==> src/sv/wmsel_pkg.sv <==
`default_nettype none

package wmsel_pkg;

  localparam logic [3:0] KMER_LENGTH_RESET = 4'd8;
  localparam logic [15:0] RANK_ALL_ONES = 16'hFFFF;

  localparam int QUEUE_DEPTH = 4;
  localparam int QUEUE_PTR_W = $clog2(QUEUE_DEPTH);
  localparam int QUEUE_CNT_W = $clog2(QUEUE_DEPTH + 1);

  localparam int STORE_DEPTH = 65536;
  localparam int STORE_ADDR_W = 16;
  localparam int RANK_W = 16;

  localparam logic [7:0] CHAR_A_UPPER = 8'h41;
  localparam logic [7:0] CHAR_C_UPPER = 8'h43;
  localparam logic [7:0] CHAR_G_UPPER = 8'h47;
  localparam logic [7:0] CHAR_T_UPPER = 8'h54;
  localparam logic [7:0] CHAR_A_LOWER = 8'h61;
  localparam logic [7:0] CHAR_C_LOWER = 8'h63;
  localparam logic [7:0] CHAR_G_LOWER = 8'h67;
  localparam logic [7:0] CHAR_T_LOWER = 8'h74;

  localparam logic [1:0] BASE_A = 2'd0;
  localparam logic [1:0] BASE_C = 2'd1;
  localparam logic [1:0] BASE_G = 2'd2;
  localparam logic [1:0] BASE_T = 2'd3;

  // One classified item as it travels from the front to the back.
  typedef struct packed {
    logic        is_seq;
    logic        last;
    logic        complete;
    logic        first;
    logic        is_short;
    logic [15:0] addr;
    logic [15:0] rank;
    logic [5:0]  end_pos;
  } op_t;

  typedef struct packed {
    logic        we;
    logic        re;
    logic [15:0] addr;
    logic [15:0] wdata;
  } ram_req_t;

  function automatic logic [1:0] base_code(input logic [7:0] ch);
    logic [1:0] code;
    unique case (ch)
      CHAR_A_UPPER, CHAR_A_LOWER: code = BASE_A;
      CHAR_C_UPPER, CHAR_C_LOWER: code = BASE_C;
      CHAR_G_UPPER, CHAR_G_LOWER: code = BASE_G;
      CHAR_T_UPPER, CHAR_T_LOWER: code = BASE_T;
      default: code = BASE_A;
    endcase
    return code;
  endfunction

endpackage

`default_nettype wire

==> src/sv/wmsel_in_if.sv <==
`default_nettype none

interface wmsel_in_if;
  logic        valid;
  logic        ready;
  logic        mode;
  logic [7:0]  symbol;
  logic        last;
  logic [15:0] table_index;
  logic [15:0] table_rank;

  modport source (output valid, mode, symbol, last, table_index, table_rank, input ready);
  modport sink (input valid, mode, symbol, last, table_index, table_rank, output ready);
endinterface

`default_nettype wire

==> src/sv/wmsel_front.sv <==
`default_nettype none

module wmsel_front #(
  parameter int K_MAX = 8,
  parameter int W_MAX = 64
) (
  input  wire logic       clk,
  input  wire logic       rst,
  input  wire logic [3:0] kmer_length,
  wmsel_in_if.sink        feed,
  input  wire logic       queue_full,
  output logic            push,
  output wmsel_pkg::op_t  push_op
);

  localparam int CODE_W = 2 * K_MAX;
  localparam int CNT_W  = $clog2(W_MAX + 1);

  logic [CODE_W-1:0] rolling_code;
  logic [CODE_W-1:0] rolling_next;
  logic [CODE_W-1:0] code_mask;
  logic [CNT_W-1:0]  char_count;
  logic [CNT_W-1:0]  char_count_next;
  logic [4:0]        k_eff;
  logic [5:0]        shamt;
  logic [31:0]       code_ext;
  logic [31:0]       cnt_ext;
  logic [31:0]       cnt_after;
  logic [31:0]       end_ext;
  logic              accept;

  assign feed.ready = !queue_full;
  assign accept     = feed.valid && !queue_full;
  assign push       = accept;

  always_comb begin
    if (kmer_length == 4'd0) begin
      k_eff = 5'd1;
    end else if ({1'b0, kmer_length} > 5'(K_MAX)) begin
      k_eff = 5'(K_MAX);
    end else begin
      k_eff = {1'b0, kmer_length};
    end
  end

  always_comb begin
    for (int i = 0; i < K_MAX; i++) begin
      code_mask[2*i +: 2] = (i < int'(k_eff)) ? 2'b11 : 2'b00;
    end
  end

  // The newest base enters at the top of the current k-mer; the oldest drops out below.
  assign shamt        = {k_eff - 5'd1, 1'b0};
  assign rolling_next = ((rolling_code >> 2)
                        | (CODE_W'(wmsel_pkg::base_code(feed.symbol)) << shamt)) & code_mask;
  assign code_ext     = 32'(rolling_next);
  assign cnt_ext      = 32'(char_count);
  assign cnt_after    = (cnt_ext < 32'(W_MAX)) ? cnt_ext + 32'd1 : cnt_ext;
  assign end_ext      = (cnt_ext < 32'(W_MAX - 1)) ? cnt_ext : 32'(W_MAX - 1);

  always_comb begin
    push_op = '0;
    if (feed.mode) begin
      push_op.is_seq   = 1'b1;
      push_op.last     = feed.last;
      push_op.complete = (cnt_ext + 32'd1 >= 32'(k_eff));
      push_op.first    = (cnt_ext + 32'd1 == 32'(k_eff));
      push_op.is_short = (cnt_after < 32'(k_eff));
      push_op.addr     = code_ext[15:0];
      push_op.end_pos  = end_ext[5:0];
    end else begin
      push_op.addr = feed.table_index;
      push_op.rank = feed.table_rank;
    end
  end

  assign char_count_next = feed.last ? '0 : cnt_after[CNT_W-1:0];

  always_ff @(posedge clk) begin
    if (rst) begin
      rolling_code <= '0;
      char_count   <= '0;
    end else if (accept && feed.mode) begin
      rolling_code <= feed.last ? '0 : rolling_next;
      char_count   <= char_count_next;
    end
  end

endmodule

`default_nettype wire

==> src/flat_wrapper.sv <==
// flat-port wrapper written by rule: the top's interface ports become plain ports
module wmsel_front_flat 
#(
  parameter int K_MAX = 8,
  parameter int W_MAX = 64
)
  (clk, rst, kmer_length, queue_full, push, push_op, feed_valid, feed_mode, feed_symbol, feed_last, feed_table_index, feed_table_rank, feed_ready);
  wmsel_in_if feed_i ();
  input  wire logic clk;
  input  wire logic rst;
  input  wire logic [3:0] kmer_length;
  input  wire logic queue_full;
  output logic push;
  output wmsel_pkg::op_t push_op;
  input wire logic [$bits(feed_i.valid)-1:0] feed_valid;
  input wire logic [$bits(feed_i.mode)-1:0] feed_mode;
  input wire logic [$bits(feed_i.symbol)-1:0] feed_symbol;
  input wire logic [$bits(feed_i.last)-1:0] feed_last;
  input wire logic [$bits(feed_i.table_index)-1:0] feed_table_index;
  input wire logic [$bits(feed_i.table_rank)-1:0] feed_table_rank;
  output wire logic [$bits(feed_i.ready)-1:0] feed_ready;
  assign feed_i.valid = feed_valid;
  assign feed_i.mode = feed_mode;
  assign feed_i.symbol = feed_symbol;
  assign feed_i.last = feed_last;
  assign feed_i.table_index = feed_table_index;
  assign feed_i.table_rank = feed_table_rank;
  assign feed_ready = feed_i.ready;
  wmsel_front #(.K_MAX(K_MAX), .W_MAX(W_MAX)) u_core (.clk(clk), .rst(rst), .kmer_length(kmer_length), .feed(feed_i), .queue_full(queue_full), .push(push), .push_op(push_op));
endmodule
==> config.mk <==
export PLATFORM = sky130hd
export DESIGN_NAME = wmsel_front_flat
export DESIGN_NICKNAME = d
export VERILOG_FILES = /design/src/sv/wmsel_pkg.sv /design/src/sv/wmsel_in_if.sv /design/src/sv/wmsel_front.sv /design/src/flat_wrapper.sv
export SDC_FILE = /design/constraint.sdc
export NUM_CORES = 1
export LEC_CHECK = 0
export BUFFER_PORTS_ARGS = -buffer_cell sky130_fd_sc_hd__buf_2
export CAP_MARGIN = 15
export CORE_MARGIN = 1
export CORE_UTILIZATION = 40
export CTS_CLUSTER_SIZE = 24
export DETAILED_ROUTE_END_ITERATION = 8
export PLACE_DENSITY = 0.78
export SYNTH_ARGS = -nofsm -noshare
export SYNTH_HDL_FRONTEND = slang
export SYNTH_SLANG_ARGS = --single-unit
==> constraint.sdc <==
create_clock -name clk -period 2.75 [get_ports clk]
set_input_delay 0.275 -clock clk [delete_from_list [all_inputs] [get_ports clk]]
set_output_delay 0.275 -clock clk [all_outputs]
set_load 0.01 [all_outputs]
Word level (Yosys, flattened, before mapping):

Cells that the tools add are included.

* register bits: 23
* latch bits: 0
* memory bits (writable): 0
* memory bits (read-only): 0
* bits of input ports: 50
* output and inout port bits: 45
* logic and storage cells: 53
* memories kept: 0

* add/subtract/negate cells: 2
* multiply operators: 0
* div/mod/pow operators: 0
* magnitude comparators: 13
* equal/unequal tests: 7
* shifts and indexed selects: 1
* multiplexer cells: 19
* bitwise gates (word level): 2
* reductions and logical operators: 7

Operator list (number)
* 8-bit by 7-bit == test with 1-bit output (second input constant): 6
* 16-bit two-way mux: 3
* 32-bit by 5-bit == test with 1-bit output: 1
* 32-bit by 5-bit >= comparator with 1-bit output: 1
* 32-bit by 5-bit < comparator with 1-bit output: 1
* 16-bit bitwise AND: 1
* 3-bit by 4-bit < comparator with 1-bit output (first input constant): 4
* 2-bit two-way mux: 8
* 14-bit by 16-bit OR with 16-bit output: 1
* 2-bit by 6-bit << shifter with 16-bit output: 1
* 6-bit two-way mux: 2
* 7-bit by 1-bit adder with 8-bit output (second input constant): 1
* 1-bit by 4-bit < comparator with 1-bit output (first input constant): 2
* 2-bit by 4-bit < comparator with 1-bit output (first input constant): 2
* 4-bit two-way mux: 2
* 8-bit two-way mux: 1
* 7-bit by 6-bit < comparator with 1-bit output (second input constant): 1
* 7-bit < comparator (second input constant): 1
* 7-bit two-way mux: 1
* 2-bit one-hot mux with 3 select lines: 1
* 2-bit OR reduction: 3
* 5-bit two-way mux: 1
* 4-bit by 1-bit subtractor with 5-bit output (second input constant): 1
* 4-bit greater-than comparator (second input constant): 1
* 3 further kinds: 4

Logic depth before layout (Yosys ltp):

* depth after elaboration: 8
* depth in mapped cells: 9

Least setup slack after synthesis:

Ideal clock, no wire load.

* path type: input to output
* from: input kmer_length[3]
* to: output push_op[25] in the netlist's numbering
* arrival: 1.994 ns
* slack: 0.481 ns
* stages on the path: 8
* buffers on the path: 0
* cell sequence: inv_1 o21a_1 inv_1 ha_1 or4b_2 o221ai_1 a31oi_1 o2bb2ai_1

RTL lines
* from (decl): RTL line flat_wrapper.sv:11 `input wire logic [3:0] kmer_length;`
* to (decl): RTL line flat_wrapper.sv:14 `output wmsel_pkg::op_t push_op;`

==> results.ini <==
[die]
die_w_um=72.3
core_um2=4750
rows=25
io_pins=95
die_h_um=72.3
dieArea_um2=5230
initial_core_util_pct=41.6

[grt]
grt_overflow=0
grt_pass1_vias=1964
grt_first_pass_wirelength_um=9000
grt_max_degree=27
grt_usage_pct=21.6
grt_antenna_before_repair=0

[routing]
drt-initial-drc-count=237
viasPerCell=5.40
ant_nets=0
drc=0
routedWlPerCell_um=13.5
wirelength_um=5800
firstDrtPassIters=6
detailroute.via_count=2318

[sta]
rsz0062_at_grt=no
finalCritPeriodShare_pct=95.0
slew_headroom_pct=54.9
finalHoldViolCount=0
slew_violations=0
setup_viol=0
worstMarginPinSlew_ps=671
fmax_mhz=383
fin_setup_tns_ps=0
fin_crit_ps=2610
holdWs_ps=339
clock_skew_ps=3.01

[synthesis]
synth_enable_flop_cells=0
synthTopCellsByArea=dfxtp_1 (21%), ha_1 (8.2%), nor2b_1 (6.6%), nand2_1 (5.3%), nor2_1 (5.3%)
synth_common_cells=nand2_1 (28), nor2_1 (28), dfxtp_1 (21), nor2b_1 (21), o21ai_0 (18)
syn_nets=334
yosys_register_bits=21
syn_area_um2=1980
yosysTopAreaCell=dfxtp_1
syn_inst=271
ys_warn_count=0
ys_seq_area_share_pct=21.3
yosysTopAreaCellShare_pct=21.3
yosysUniqueCellTypes=51
syn_area_per_cell_um2=7.29
ys.flop_type=dfxtp_1
ys_async_sr_fraction_pct=0

[clocking]
cts.clk_slew.worst_paths_ps=80
clk_latency_ps=260
clkSinkCount=21
cts_tree=yes
postCtsHoldBufs=0
root_buffer=clkbuf_8
clockBufferDepth=2
h-tree-depth=1
cts_made_buffers=3

[worst_setup_path]
end_kind=output pin
critPathBufInv=5
max_stage_delay_ps=500
path_delay_family=simple AND/OR/NAND/NOR gates
worstPathMaxFanout=6
critPathKind=input pin to output pin
slowest_stage=or4b_4
cp_cell_sequence=buf_2 > inv_1 > o21a_1 > inv_1 > ha_1 > buf_4 > nand2b_1 > or4b_4 > o21ai_2 > mux2_2 > buf_2
crit_arrival_ps=2340
worstPathRequired_ps=2480
cp-start-kind=input pin

[power]
power_leakage_uw=0.00119
p_per_area_nw_per_um2=285
max-vdd-ir-drop_uv=177

[outcome]
status=finished clean

[placement]
place_area_um2=2540
hpwl_um=4550
port_buffers=93
gp_congestion=0.915
dp.cells=425

[finish]
fill_cells=478
fin_cells=429
diodes=0
drive_gt1_share_pct=33.4
design_area_um2=2590
syn_to_final_growth_pct=30.9
nets=426

[hold_path]
hp-class=input pin to flop

[flow_run]
drv_cap=0

stage by stage:
step | utilization, % | total power (uW) | worst slack [ps]
6_report | 54.4 | 736 | 136
2_1_floorplan | - | 439 | 481
4_1_cts | 54.4 | 737 | 143
5_1_grt | 54.4 | 770 | 17.9
3_3_place_gp | 53.4 | 533 | 183
3_5_place_dp | 53.4 | 537 | 147
path summary, 6_finish.rpt:
path / cells past startpoint / from / slack, ps / end
worst max-delay path: 11 / kmer_length[3] / 140 / push_op[30]
worst min-delay path: 2 / rst / 340 / u_core.char_count[0]
worst max register to register: 8 / u_core.char_count[1] / 1150 / u_core.char_count[6]
worst min register to register: 2 / u_core.rolling_code[13] / 460 / u_core.rolling_code[13]
layout by cell type, fill, tap and decap left out, types with 11 or more instances in the layout:
cell type,synthesis,final
ha_1,13,13
o21ai_0,18,18
nor2_1,28,28
inv_1,11,11
a21oi_1,14,14
nor2b_1,21,21
buf_4,1,12
dfxtp_1,21,19
buf_2,3,93
nand2_1,28,28
cell families after synthesis:
kind of cell / synth area share (%)
flops: 21.3
fa+ha+maj: 8.23
simple gates: 32.8
mux: 1.71
buf+inv: 5.95
xor+xnor: 3.10
compound gates: 26.9
sequential cells by signal (all words and copies together) (netlist names):
register,flops
u_core.char_count,7
u_core.rolling_code,14
where the power goes:
group	switching [uW]	total [uW]	internal [uW]
sequential	1.20	306	304
clock	101	204	103
combinational	126	226	100
total	229	736	507
repair_timing:
item,4_1_cts,5_1_grt
hold endpoints to repair,0,0
resized for setup,0,2
endpoints found under the setup margin,0,1
setup buffers,0,0
layer usage:
layer	part of all wire [%]	track usage (%)	up-vias
li1	-	-	1164
met3	6.9	1.25	4
met5	0	0	-
met4	0.69	5.45	0
met2	47	36.4	118
met1	46	30.0	1032
area by class of cell:
cell class | instances | area (um^2) | area share, %
Sequential cell | 21 | 423 | 16.3
Tap cell | 67 | 83.8 | 3.24
Inverter | 11 | 41.3 | 1.60
Multi-Input combinational cell | 221 | 1440 | 55.6
Timing Repair Buffer | 105 | 556 | 21.5
Clock buffer | 4 | 45.0 | 1.74
No activity file was read; power rests on OpenSTA's default activity.
