===== config.mk =====
export PLATFORM = sky130hd
export DESIGN_NAME = wmsel_fifo
export DESIGN_NICKNAME = d
export VERILOG_FILES = /design/src/sv/wmsel_pkg.sv /design/src/sv/wmsel_fifo.sv
export SDC_FILE = /design/constraint.sdc
export NUM_CORES = 1
export LEC_CHECK = 0
export BUFFER_PORTS_ARGS = -buffer_cell sky130_fd_sc_hd__buf_2
export CORE_MARGIN = 3
export CORE_UTILIZATION = 38
export CTS_CLUSTER_DIAMETER = 100
export DETAILED_ROUTE_END_ITERATION = 10
export MAX_ROUTING_LAYER = met4
export PLACE_DENSITY = 0.62
export SKIP_CTS_REPAIR_TIMING = 1
export SLEW_MARGIN = 10
export SYNTH_ARGS = -nofsm -noshare
export SYNTH_HDL_FRONTEND = slang
export SYNTH_SLANG_ARGS = --single-unit

===== constraint.sdc =====
create_clock -name clk -period 2.8 [get_ports clk]
set_input_delay 0.28 -clock clk [delete_from_list [all_inputs] [get_ports clk]]
set_output_delay 0.28 -clock clk [all_outputs]
set_load 0.005 [all_outputs]

===== src/sv/wmsel_pkg.sv =====
`default_nettype none

package wmsel_pkg;

  localparam logic [3:0] KMER_LENGTH_RESET = 4'd8;
  localparam logic [15:0] RANK_ALL_ONES = 16'hFFFF;

  localparam int QUEUE_DEPTH = 4;
  localparam int QUEUE_PTR_W = $clog2(QUEUE_DEPTH);
  localparam int QUEUE_CNT_W = $clog2(QUEUE_DEPTH + 1);

  localparam int STORE_DEPTH = 65536;
  localparam int STORE_ADDR_W = 16;
  localparam int RANK_W = 16;

  localparam logic [7:0] CHAR_A_UPPER = 8'h41;
  localparam logic [7:0] CHAR_C_UPPER = 8'h43;
  localparam logic [7:0] CHAR_G_UPPER = 8'h47;
  localparam logic [7:0] CHAR_T_UPPER = 8'h54;
  localparam logic [7:0] CHAR_A_LOWER = 8'h61;
  localparam logic [7:0] CHAR_C_LOWER = 8'h63;
  localparam logic [7:0] CHAR_G_LOWER = 8'h67;
  localparam logic [7:0] CHAR_T_LOWER = 8'h74;

  localparam logic [1:0] BASE_A = 2'd0;
  localparam logic [1:0] BASE_C = 2'd1;
  localparam logic [1:0] BASE_G = 2'd2;
  localparam logic [1:0] BASE_T = 2'd3;

  // One classified item as it travels from the front to the back.
  typedef struct packed {
    logic        is_seq;
    logic        last;
    logic        complete;
    logic        first;
    logic        is_short;
    logic [15:0] addr;
    logic [15:0] rank;
    logic [5:0]  end_pos;
  } op_t;

  typedef struct packed {
    logic        we;
    logic        re;
    logic [15:0] addr;
    logic [15:0] wdata;
  } ram_req_t;

  function automatic logic [1:0] base_code(input logic [7:0] ch);
    logic [1:0] code;
    unique case (ch)
      CHAR_A_UPPER, CHAR_A_LOWER: code = BASE_A;
      CHAR_C_UPPER, CHAR_C_LOWER: code = BASE_C;
      CHAR_G_UPPER, CHAR_G_LOWER: code = BASE_G;
      CHAR_T_UPPER, CHAR_T_LOWER: code = BASE_T;
      default: code = BASE_A;
    endcase
    return code;
  endfunction

endpackage

`default_nettype wire


===== src/sv/wmsel_fifo.sv =====
`default_nettype none

module wmsel_fifo (
  input  wire logic           clk,
  input  wire logic           rst,
  input  wire logic           push,
  input  wire wmsel_pkg::op_t push_op,
  output logic                full,
  input  wire logic           pop,
  output wmsel_pkg::op_t      head_op,
  output logic                head_valid
);

  wmsel_pkg::op_t entries [wmsel_pkg::QUEUE_DEPTH];
  logic [wmsel_pkg::QUEUE_PTR_W-1:0] wr_ptr;
  logic [wmsel_pkg::QUEUE_PTR_W-1:0] rd_ptr;
  logic [wmsel_pkg::QUEUE_CNT_W-1:0] count;
  logic do_push;
  logic do_pop;

  assign full       = (count == wmsel_pkg::QUEUE_CNT_W'(wmsel_pkg::QUEUE_DEPTH));
  assign head_valid = (count != '0);
  assign head_op    = entries[rd_ptr];
  assign do_push    = push && !full;
  assign do_pop     = pop && head_valid;

  always_ff @(posedge clk) begin
    if (do_push) begin
      entries[wr_ptr] <= push_op;
    end
  end

  always_ff @(posedge clk) begin
    if (rst) begin
      wr_ptr <= '0;
      rd_ptr <= '0;
      count  <= '0;
    end else begin
      if (do_push) begin
        wr_ptr <= wr_ptr + 1'b1;
      end
      if (do_pop) begin
        rd_ptr <= rd_ptr + 1'b1;
      end
      if (do_push && !do_pop) begin
        count <= count + 1'b1;
      end else if (do_pop && !do_push) begin
        count <= count - 1'b1;
      end
    end
  end

endmodule

`default_nettype wire


Yosys cells after proc, flatten, opt, wreduce, memory -nomap -nowiden
Memories as Yosys holds them, arrays and structs flattened. A register that Yosys moved wholly into a read port is not among the register bits.
Cells that the tools add are included.
{"block": "word_totals", "reg_bits": 7, "latch_bits": 0, "mem_bits_rw": 172, "rom_bits": 0, "in_bits": 47, "mem_count": 1}
{"name": "entries", "depth": 4, "word_bits": 43, "rd": 1, "rd_clocked_by_memory_dff": 1, "wr": 1, "line_no": "wmsel_fifo.sv:14", "rtl": "wmsel_pkg::op_t entries [wmsel_pkg::QUEUE_DEPTH];"}
{"block": "classes", "n_addsub": 4, "n_mul": 0, "n_div": 0, "magnitude_cmp": 0, "eq_ne": 1, "shift": 0, "n_mux": 6, "bitwise": 0, "reduce_logical": 9}
{"cell": "$mux 3", "count": 2}
{"cell": "$add 2x1->2 const B", "count": 2}
{"cell": "$logic_and 1x1->1", "count": 4}
{"cell": "$mux 2", "count": 2}
{"cell": "$add 3x1->3 const B", "count": 1}
{"cell": "$eq 3x3->1 const B", "count": 1}
{"cell": "$logic_not 1->1", "count": 3}
{"cell": "$reduce_bool 3->1", "count": 1}
{"cell": "$sub 3x1->3 const B", "count": 1}
{"cell": "$mux 1", "count": 2}
{"cell": "$reduce_bool 2->1", "count": 1}

Logic depth before layout (Yosys ltp)
Gate-level depths: netlist (run 1).
{"block": "depth", "ltp_word": 7, "ltp_mapped": 8, "mapped_depth_nobuf": 8}

Worst setup path after synthesis (run 1)
Ideal clock, no wire load.
{"block": "synth_path", "path_type": "reg-to-reg", "startpoint": "reg count[0] (netlist name)", "endpoint": "mem entries[0][0] (netlist name), enable pin", "setup_ps": 405, "arrival_ps": 1798, "t_required_ps": 2395, "path_slack_ps": 598, "path_stages_with_launch": 4, "n_path_buf": 0, "period_less_slack_ps": 2202, "cell_sequence": "dfxtp_1 nor3b_2 nor2_2 and2_1"}
{"block": "synth_via", "elab_chain_len": 5}
{"element": "from (decl)", "line_no": "wmsel_fifo.sv:17", "rtl": "logic [wmsel_pkg::QUEUE_CNT_W-1:0] count;"}
{"element": "from (signal assigned)", "line_no": "wmsel_fifo.sv:46", "rtl": "count <= count + 1'b1;"}
{"element": "from (signal assigned)", "line_no": "wmsel_fifo.sv:48", "rtl": "count <= count - 1'b1;"}
{"element": "$eq 3x3->1", "line_no": "wmsel_fifo.sv:21", "rtl": "assign full = (count == wmsel_pkg::QUEUE_CNT_W'(wmsel_pkg::QUEUE_DEPTH));"}
{"element": "net full", "line_no": "wmsel_fifo.sv:8", "rtl": "output logic full,"}
{"element": "$logic_not 1->1", "line_no": "wmsel_fifo.sv:24", "rtl": "assign do_push = push && !full;"}
{"element": "$logic_and 1x1->1", "line_no": "wmsel_fifo.sv:24"}
{"element": "net do_push", "line_no": "wmsel_fifo.sv:18", "rtl": "logic do_push;"}
{"element": "$mux 1", "line_no": "wmsel_fifo.sv:28", "rtl": "if (do_push) begin"}
{"element": "$mux 1 (implied by the code)", "line_no": "wmsel_fifo.sv:29", "rtl": "entries[wr_ptr] <= push_op;"}
{"element": "to (decl)", "line_no": "wmsel_fifo.sv:14"}
The timed path passes the listed nets, and every way through them passes these cells.

==> impl_metrics.py, run 1 <==
metrics = {
    "run_status": {
        "status": "completed",
    },
    "logic_synthesis": {
        "syn-num-nets": 326,
        "syn_area_per_cell_um2": 24.62,
        "synthCells": 273,
        "synth.distinct_cells": 22,
        "yosysTopAreaCell": "edfxtp_1",
        "synth.most_common_cell": "edfxtp_1",
        "ys_warn_count": 0,
        "synth_ff_type": "edfxtp_1",
        "synth-seq-cells": 181,
        "synthTopCellsByCount": "edfxtp_1 (172), mux4_2 (43), dfxtp_1 (9)",
        "synth-async-reset-ratio_pct": 0,
        "synth_seq_area_share_pct": 79.54,
        "netlist_area_um2": 6720,
        "synth.area.top_cells": "edfxtp_1 (77%), mux4_2 (14%), dfxtp_1 (2.7%)",
        "synth-edff-count": 172,
        "synth_top_area_share_pct": 76.86,
    },
    "drt": {
        "routedWlPerCell_um": 19.50,
        "wirelength_um": 12010,
        "via_per_inst": 4.977,
        "drt-initial-drc-count": 137,
        "firstDrtPassIters": 4,
        "antenna_left": 0,
        "dr_total_vias": 3066,
        "drc": 0,
    },
    "clock_tree": {
        "clk_pin_slew_worst_paths_ns": 0.07,
        "cts_buffer_depth": 2,
        "clock_sinks": 181,
        "cts_buffers": 17,
        "h-tree-depth": 4,
        "clkLatencyLatePin_ns": 0.42,
        "cts_root_buf": "clkbuf_16",
        "tritoncts": "yes",
    },
    "power": {
        "powerDensity_nw_per_um2": 900.2,
        "fin_total_pwr_mw": 7.236,
        "leakage_nw": 2.720,
        "peakVddDrop_mv": 0.4665,
    },
    "place": {
        "dp_cells": 584,
        "port_buffers": 91,
        "place.gp.congestion": 0.7775,
        "place_hpwl_um": 7719,
        "post_dp_cell_area_um2": 7450,
    },
    "global_route": {
        "grt_max_degree": 27,
        "globalRouteOverflowTotal": 0,
        "antenna_found_initial": 2,
        "grt_pass1_vias": 3426,
        "grt_pass1_wl_um": 19180,
        "track_usage_pct": 13.61,
    },
    "floorplanning": {
        "initial_core_util_pct": 39.68,
        "die_area_um2": 19320,
        "die_w_um": 139.0,
        "die_h_um": 139.0,
        "pin_count": 92,
        "core_um2": 16940,
        "row_count": 47,
    },
    "timing": {
        "min_period_over_period_pct": 83.19,
        "finClkSkew_ns": 0.009018,
        "slew_viol_final": 0,
        "setup_viol": 0,
        "max-slew-margin-rel_pct": 64.21,
        "fin_setup_tns_ns": 0,
        "fin_crit_ns": 2.329,
        "tightest_slew_ns": 0.5369,
        "hold_slack_ns": 0.06736,
        "timing.fmax_mhz": 429.3,
        "finalHoldViolCount": 0,
        "rsz0062_at_grt": "no",
    },
    "setup_path": {
        "crit_required_ns": 2.52,
        "rr_startpoint": "count[0]",
        "arrival_ns": 2.05,
        "cp-start-kind": "flop",
        "critPathKind": "reg -> out",
        "critPathMaxFanout": 21,
        "end_kind": "output pin",
    },
    "layout": {
        "fillers": 1433,
        "drive_gt1_share_pct": 46.45,
        "syn2layout_area_growth_pct": 19.61,
        "stdcell_count": 616,
        "design_area_um2": 8038,
        "fin_nets": 436,
    },
    "worst_hold_path": {
        "hold_path.class": "in -> reg",
        "hp-start": "push_op[30]",
    },
    "job": {
        "cap_violations": 0,
    },
}
[routing by layer]
| layer | wire [µm] | vias up | GRT usage (%) | share of wire (%) |
|---|---|---|---|---|
| li1 | - | 1361 | - | - |
| met1 | 5181 | 1615 | 16.30 | 43 |
| met2 | 5977 | 72 | 21.40 | 50 |
| met3 | 660 | 18 | 4.724 | 5.5 |
| met4 | 193 | 0 | 5.252 | 1.6 |
| met5 | 0 | - | - | 0 |
[worst paths after layout]
check,slack (ns),endpoint,depth (start not counted)
worst max register to register,0.70,count[2],8
worst min register to register,0.53,wr_ptr[1],2
worst min-delay path,0.07,entries[0][30],1
worst max-delay path,0.47,head_op[31],3
[metrics by stage]
stage | utilization (%) | setup WS [ns]
2_1_floorplan | - | 0.5976
3_3_place_gp | 43.99 | 0.7594
3_5_place_dp | 43.99 | 0.6836
4_1_cts | 47.43 | 0.3703
5_1_grt | 47.46 | 0.3108
6_report | 47.46 | 0.4707
[sequential cells by signal, indices dropped and copies added (netlist names), named ones only]
| name | flops |
|---|---|
| count | 3 |
| entries | 172 |
| rd_ptr | 2 |
| wr_ptr | 2 |
[logic make-up (layout without fill, tap and decap cells)]
logic type / count (synthesis) / after routing / share of synthesized area, %
flops: 181 / 181 / 79.54
mux: 45 / 45 / 14.71
simple gates: 16 / 16 / 1.396
buf+inv: 15 / 136 / 1.992
fa+ha+maj: 6 / 6 / 1.229
compound gates: 6 / 6 / 0.6144
xor+xnor: 4 / 4 / 0.5213
other cells: 0 / 2 / 0
[power by group]
group | switching (mW) | total [mW] | leakage (nW) | internal [mW]
Combinational | 0.635 | 1.44 | 0.790 | 0.803
Clock | 0.954 | 2.35 | 0.279 | 1.40
Sequential | 0.187 | 3.45 | 1.65 | 3.26
Total | 1.78 | 7.24 | 2.72 | 5.46
[cells in the final DEF (no fill, tap or decap)]
master        n
buf_4         9
inv_6         3
o21ai_0       2
xor2_1        4
inv_1         4
nor2_1        5
dfxtp_1       7
fa_1          1
mux4_2       43
clkinvlp_4    3
bufinv_16     3
diode_2       2
clkinv_2      3
dfxtp_4       1
a21oi_1       2
ha_1          5
buf_12        2
edfxtp_1    172
buf_2        91
nand2b_1      2
or3_1         3
clkbuf_1      1
o31ai_2       1
o311ai_1      1
mux2i_1       2
nor2_2        1
and2_2        4
dfxtp_2       1
nor3b_2       1
clkbuf_16    17
[worst max-delay path, stage by stage (launching register included)]
cell     delay [ns]
dfxtp_4        0.65
buf_4          0.30
mux4_2         0.53
buf_2          0.15
[cell type report]
class	instances	area (µm²)	area share [%]
Antenna cell	2	5.005	0.06227
Clock buffer	18	429.2	5.339
Clock inverter	12	153.9	1.915
Inverter	4	15.01	0.1868
Multi-Input combinational cell	77	1246	15.50
Sequential cell	181	5350	66.56
Tap cell	220	275.3	3.425
Timing Repair Buffer	102	563.0	7.005
No activity file was read; power rests on OpenSTA's default activity.
==> inputs of run 2 (changes only) <==
--- a/config.mk
+++ b/config.mk
@@ -11,7 +11,7 @@
 export CTS_CLUSTER_DIAMETER = 100
 export DETAILED_ROUTE_END_ITERATION = 10
 export MAX_ROUTING_LAYER = met4
-export PLACE_DENSITY = 0.62
+export PLACE_DENSITY = 0.64
 export SKIP_CTS_REPAIR_TIMING = 1
 export SLEW_MARGIN = 10
 export SYNTH_ARGS = -nofsm -noshare
==> constraint.sdc (replaced) <==
create_clock -name clk -period 2 [get_ports clk]
set_input_delay 0.2 -clock clk [delete_from_list [all_inputs] [get_ports clk]]
set_output_delay 0.2 -clock clk [all_outputs]
set_load 0.005 [all_outputs]
==> run 2 against run 1 <==
  * Critical path depth rose by 5
  * Hold slack got worse by 0.058 ns
  * Count of clock-buffer cells in the layout increased by 2
  * Die area unchanged
  * Core utilization up 3.2 points
  * Via count increased by 4.8%
  * Critical path type is now reg -> reg
==> impl_metrics.py, run 2 (synthesis gave the netlist of run 1 again) <==
metrics = {
    "place": {
        "port_buffers": 91,
        "place_hpwl_um": 6765,
        "place.gp.congestion": 0.6925,
        "dp_cells": 586,
    },
    "layout": {
        "regArea_um2": 5353,
        "stdcell_count": 658,
        "final_common_cell": "edfxtp_1",
        "fin_nets": 478,
        "syn2layout_area_growth_pct": 27.59,
        "largest_reg_flops": 172,
        "final_cell_mix": "edfxtp_1 (172), buf_2 (90), mux4_2 (43)",
        "fillers": 1371,
        "largest_registers": "entries x172, count x3",
        "diodes": 0,
        "multi_input_area_um2": 1264,
        "utilization_pct": 50.63,
        "max_flop_register": "entries",
        "drive_gt1_share_pct": 44.52,
    },
    "worst_hold_path": {
        "hold_path.class": "in -> reg",
    },
    "timing": {
        "setup_viol": 0,
        "fin_setup_tns_ns": 0,
        "finClkSkew_ns": 0.01275,
        "rsz0062_at_grt": "yes",
        "tightest_slew_ns": 0.3257,
        "min_period_over_period_pct": 99.31,
        "fin_crit_ns": 1.986,
        "timing.fmax_mhz": 503.5,
        "slew_viol_final": 0,
        "finalHoldViolCount": 0,
        "max-slew-margin-rel_pct": 77.94,
    },
    "power": {
        "leakage_nw": 2.945,
        "peakVddDrop_mv": 0.7395,
        "powerDensity_nw_per_um2": 1232,
    },
    "clock_tree": {
        "tritoncts": "yes",
        "h-tree-depth": 4,
        "cts_buffers": 17,
        "clkLatencyLatePin_ns": 0.42,
        "clock_sinks": 181,
        "cts_buffer_depth": 2,
        "cts_root_buf": "clkbuf_16",
        "clk_pin_slew_worst_paths_ns": 0.06,
    },
    "setup_path": {
        "cp-start-kind": "flop",
        "critPathKind": "reg -> reg",
        "crit_required_ns": 2.35,
        "end_kind": "flop",
        "critPathMaxFanout": 6,
        "arrival_ns": 2.33,
    },
    "drt": {
        "antenna_left": 0,
        "wirelength_um": 11960,
        "routedWlPerCell_um": 18.18,
        "drt-initial-drc-count": 217,
        "dr_total_vias": 3213,
        "via_per_inst": 4.883,
        "firstDrtPassIters": 4,
        "drc": 0,
    },
    "floorplanning": {
        "initial_core_util_pct": 39.68,
        "die_h_um": 139.0,
        "die_area_um2": 19320,
        "pin_count": 92,
        "row_count": 47,
        "die_w_um": 139.0,
        "core_um2": 16940,
    },
    "job": {
        "cap_violations": 0,
    },
    "run_status": {
        "status": "completed",
    },
    "global_route": {
        "grt_pass1_vias": 3303,
        "antenna_found_initial": 0,
        "grt_max_degree": 44,
        "track_usage_pct": 13.24,
        "globalRouteOverflowTotal": 0,
        "grt_pass1_wl_um": 18680,
    },
}
[run 2: cell count changes in the layout (fill, tap and decap cells not counted), moves of 2 or more]
cell | before | now
dfxtp_2 | 1 | 3
dfxtp_1 | 7 | 5
dlygate4sd3_1 | 0 | 37
buf_12 | 2 | 5
diode_2 | 2 | 0
clkbuf_8 | 0 | 2
[run 2: metal layers]
metal | vias up | track usage (%) | wire, µm
met4 | 0 | 5.252 | 185
met1 | 1666 | 17.43 | 5463
li1 | 1454 | - | -
met2 | 80 | 19.71 | 5845
met3 | 13 | 3.690 | 467
met5 | - | - | 0
[run 2: worst max-delay path, stage by stage, from the launching register on]
cell and delay (ns):
dfxtp_2 0.35, nor3b_2 0.18, nor2_2 0.14, ha_2 0.19, inv_1 0.06, fa_2 0.34, xor2_1 0.15, or3_1 0.34
a21oi_2 0.16
[run 2: through the flow]
stage               setup slack [ns]  total power, mW  hold WS, ns  cell area [µm²]
finish                       0.01382            10.56     0.009603             8574
global route                -0.06190            11.07     0.001402             8574
CTS                         -0.07658            10.60     -0.03826             8148
detailed placement          -0.04834            7.069       0.4177             7515
global placement              0.1232            7.015       0.4107             7515
floorplan                    0.04395            6.234       0.2989             6725
[run 2: area by class of cell]
type                    instances  area share [%]
repair buffers                144           12.07
flip-flops and latches        181           62.43
well taps                     220           3.210
clock buffers                  20           5.326
inverters                       4          0.1751
multi-input cells              77           14.74
clock inverters                12           2.057
[run 2: path summary, 6_finish.rpt]
check,from,endpoint,slack [ns],cells past startpoint
worst max-delay path,count[2],count[2],0.01,8
worst min-delay path,push_op[20],entries[2][20],0.01,1
worst max register to register,count[2],count[2],0.01,8
worst min register to register,wr_ptr[1],wr_ptr[1],0.52,2
[run 2: power by group]
| part | switching, mW | internal [mW] | leakage (nW) |
|---|---|---|---|
| Combinational | 1.06 | 1.30 | 0.986 |
| Sequential | 0.124 | 4.57 | 1.65 |
| Clock | 1.35 | 2.16 | 0.307 |
==> inputs of run 3 (changes only) <==
--- a/config.mk
+++ b/config.mk
@@ -6,6 +6,7 @@
 export NUM_CORES = 1
 export LEC_CHECK = 0
 export BUFFER_PORTS_ARGS = -buffer_cell sky130_fd_sc_hd__buf_2
+export CORE_ASPECT_RATIO = 0.5
 export CORE_MARGIN = 3
 export CORE_UTILIZATION = 38
 export CTS_CLUSTER_DIAMETER = 100
==> run 3 against run 2 <==
  * Combinational power about the same
  * Core utilization increased by 0.11 points
  * Clock power decreased by 8.5%
  * Largest power group unchanged
==> impl_metrics.py, run 3 (synthesis gave the netlist of run 1 again) <==
metrics = {
    "run_status": {
        "status": "completed",
    },
    "floorplanning": {
        "pin_count": 92,
        "die_h_um": 100.0,
        "die_w_um": 194.1,
        "die_area_um2": 19410,
        "row_count": 33,
        "core_um2": 16850,
        "initial_core_util_pct": 39.89,
    },
    "layout": {
        "syn2layout_area_growth_pct": 27.20,
        "diodes": 0,
        "fin_nets": 476,
        "max_flop_register": "entries",
        "largest_reg_flops": 172,
        "fillers": 1362,
        "drive_gt1_share_pct": 44.27,
        "final_common_cell": "edfxtp_1",
        "design_area_um2": 8548,
        "largest_registers": "entries x172, count x3",
        "final_cell_mix": "edfxtp_1 (172), buf_2 (91), mux4_2 (43)",
    },
    "setup_path": {
        "cp-start-kind": "flop",
        "crit_required_ns": 2.35,
        "cp_slowest_stage_delay_ns": 0.37,
        "end_kind": "flop",
        "critPathMaxFanout": 6,
        "critPathKind": "reg -> reg",
        "cpLargestDelayFamily": "simple AND/OR/NAND/NOR gates",
        "cp_cell_sequence": "nor3b_2 > nor2_2 > ha_2 > inv_1 > fa_2 > xor2_1 > or3_1 > a21oi_2",
        "cp_num_buf_inv": 1,
        "arrival_ns": 2.30,
        "slowest_stage": "dfxtp_4",
    },
    "power": {
        "peakVddDrop_mv": 0.5768,
        "powerDensity_nw_per_um2": 1204,
        "fin_total_pwr_mw": 10.29,
        "leakage_nw": 2.921,
    },
    "global_route": {
        "grt_max_degree": 44,
        "grt_pass1_vias": 3369,
        "track_usage_pct": 13.05,
        "antenna_found_initial": 0,
        "globalRouteOverflowTotal": 0,
        "grt_pass1_wl_um": 18490,
    },
    "timing": {
        "max-slew-margin-rel_pct": 79.52,
        "fin_crit_ns": 1.954,
        "finClkSkew_ns": 0.01088,
        "timing.fmax_mhz": 511.8,
        "setup_viol": 0,
        "min_period_over_period_pct": 97.70,
        "finalHoldViolCount": 0,
        "slew_viol_final": 0,
        "tightest_slew_ns": 0.3025,
        "rsz0062_at_grt": "yes",
    },
    "clock_tree": {
        "cts_buffer_depth": 2,
        "clkLatencyLatePin_ns": 0.42,
        "cts_buffers": 17,
        "clk_pin_slew_worst_paths_ns": 0.07,
        "clock_sinks": 181,
        "h-tree-depth": 4,
        "cts_root_buf": "clkbuf_16",
        "tritoncts": "yes",
    },
    "place": {
        "place.gp.congestion": 0.7055,
        "post_dp_cell_area_um2": 7543,
        "port_buffers": 91,
        "place_hpwl_um": 7203,
    },
    "drt": {
        "dr_total_vias": 3175,
        "wirelength_um": 12190,
        "drc": 0,
        "routedWlPerCell_um": 18.39,
        "antenna_left": 0,
        "drt-initial-drc-count": 233,
        "via_per_inst": 4.789,
        "firstDrtPassIters": 4,
    },
    "job": {
        "cap_violations": 0,
    },
    "worst_hold_path": {
        "hold_path.class": "in -> reg",
    },
}
[run 3: layout make-up]
type / count / area [µm²] / share of cell area [%]
Clock inverter: 15 / 165.2 / 1.932
Inverter: 4 / 15.01 / 0.1756
Tap cell: 227 / 284.0 / 3.323
Timing Repair Buffer: 142 / 1041 / 12.18
Sequential cell: 181 / 5354 / 62.63
Multi-Input combinational cell: 77 / 1264 / 14.78
Clock buffer: 17 / 425.4 / 4.977
[run 3: per-stage QoR]
step / util, % / hold slack, ns / setup slack, ns / TNS, ns / std cells
after floorplan: - / 0.2989 / 0.04395 / 0 / 273
after global placement: 44.78 / 0.4158 / 0.1138 / 0 / 594
after detailed placement: 44.78 / 0.4153 / 0.03331 / 0 / 594
after CTS: 48.28 / -0.02944 / -0.002491 / -0.002491 / 626
after global routing: 50.74 / 0.001272 / -0.06903 / -0.07644 / 663
final: 50.74 / 0.005197 / 0.04601 / 0 / 663
[run 3: worst paths after layout]
| check | slack [ns] | to | startpoint | cells past startpoint |
|---|---|---|---|---|
| min | 0.005 | entries[0][15] | push_op[15] | 1 |
| min reg2reg | 0.52 | wr_ptr[1] | wr_ptr[1] | 2 |
| max | 0.05 | count[2] | count[2] | 8 |
| max reg2reg | 0.05 | count[2] | count[2] | 8 |
[run 3: where the power goes]
part / internal (mW) / leakage (nW) / switching [mW]
logic: 1.32 / 0.984 / 1.06
clock network: 1.67 / 0.284 / 1.53
registers: 4.56 / 1.65 / 0.144
total: 7.55 / 2.92 / 2.74
[run 3: per-layer routing]
metal  track usage (%)  vias up  share of wire (%)
li1                  -     1452                  -
met1             15.98     1662                 44
met2             21.33       48                 51
met3             3.856       13                3.3
met4             4.135        0                1.2
met5                 -        -                  0
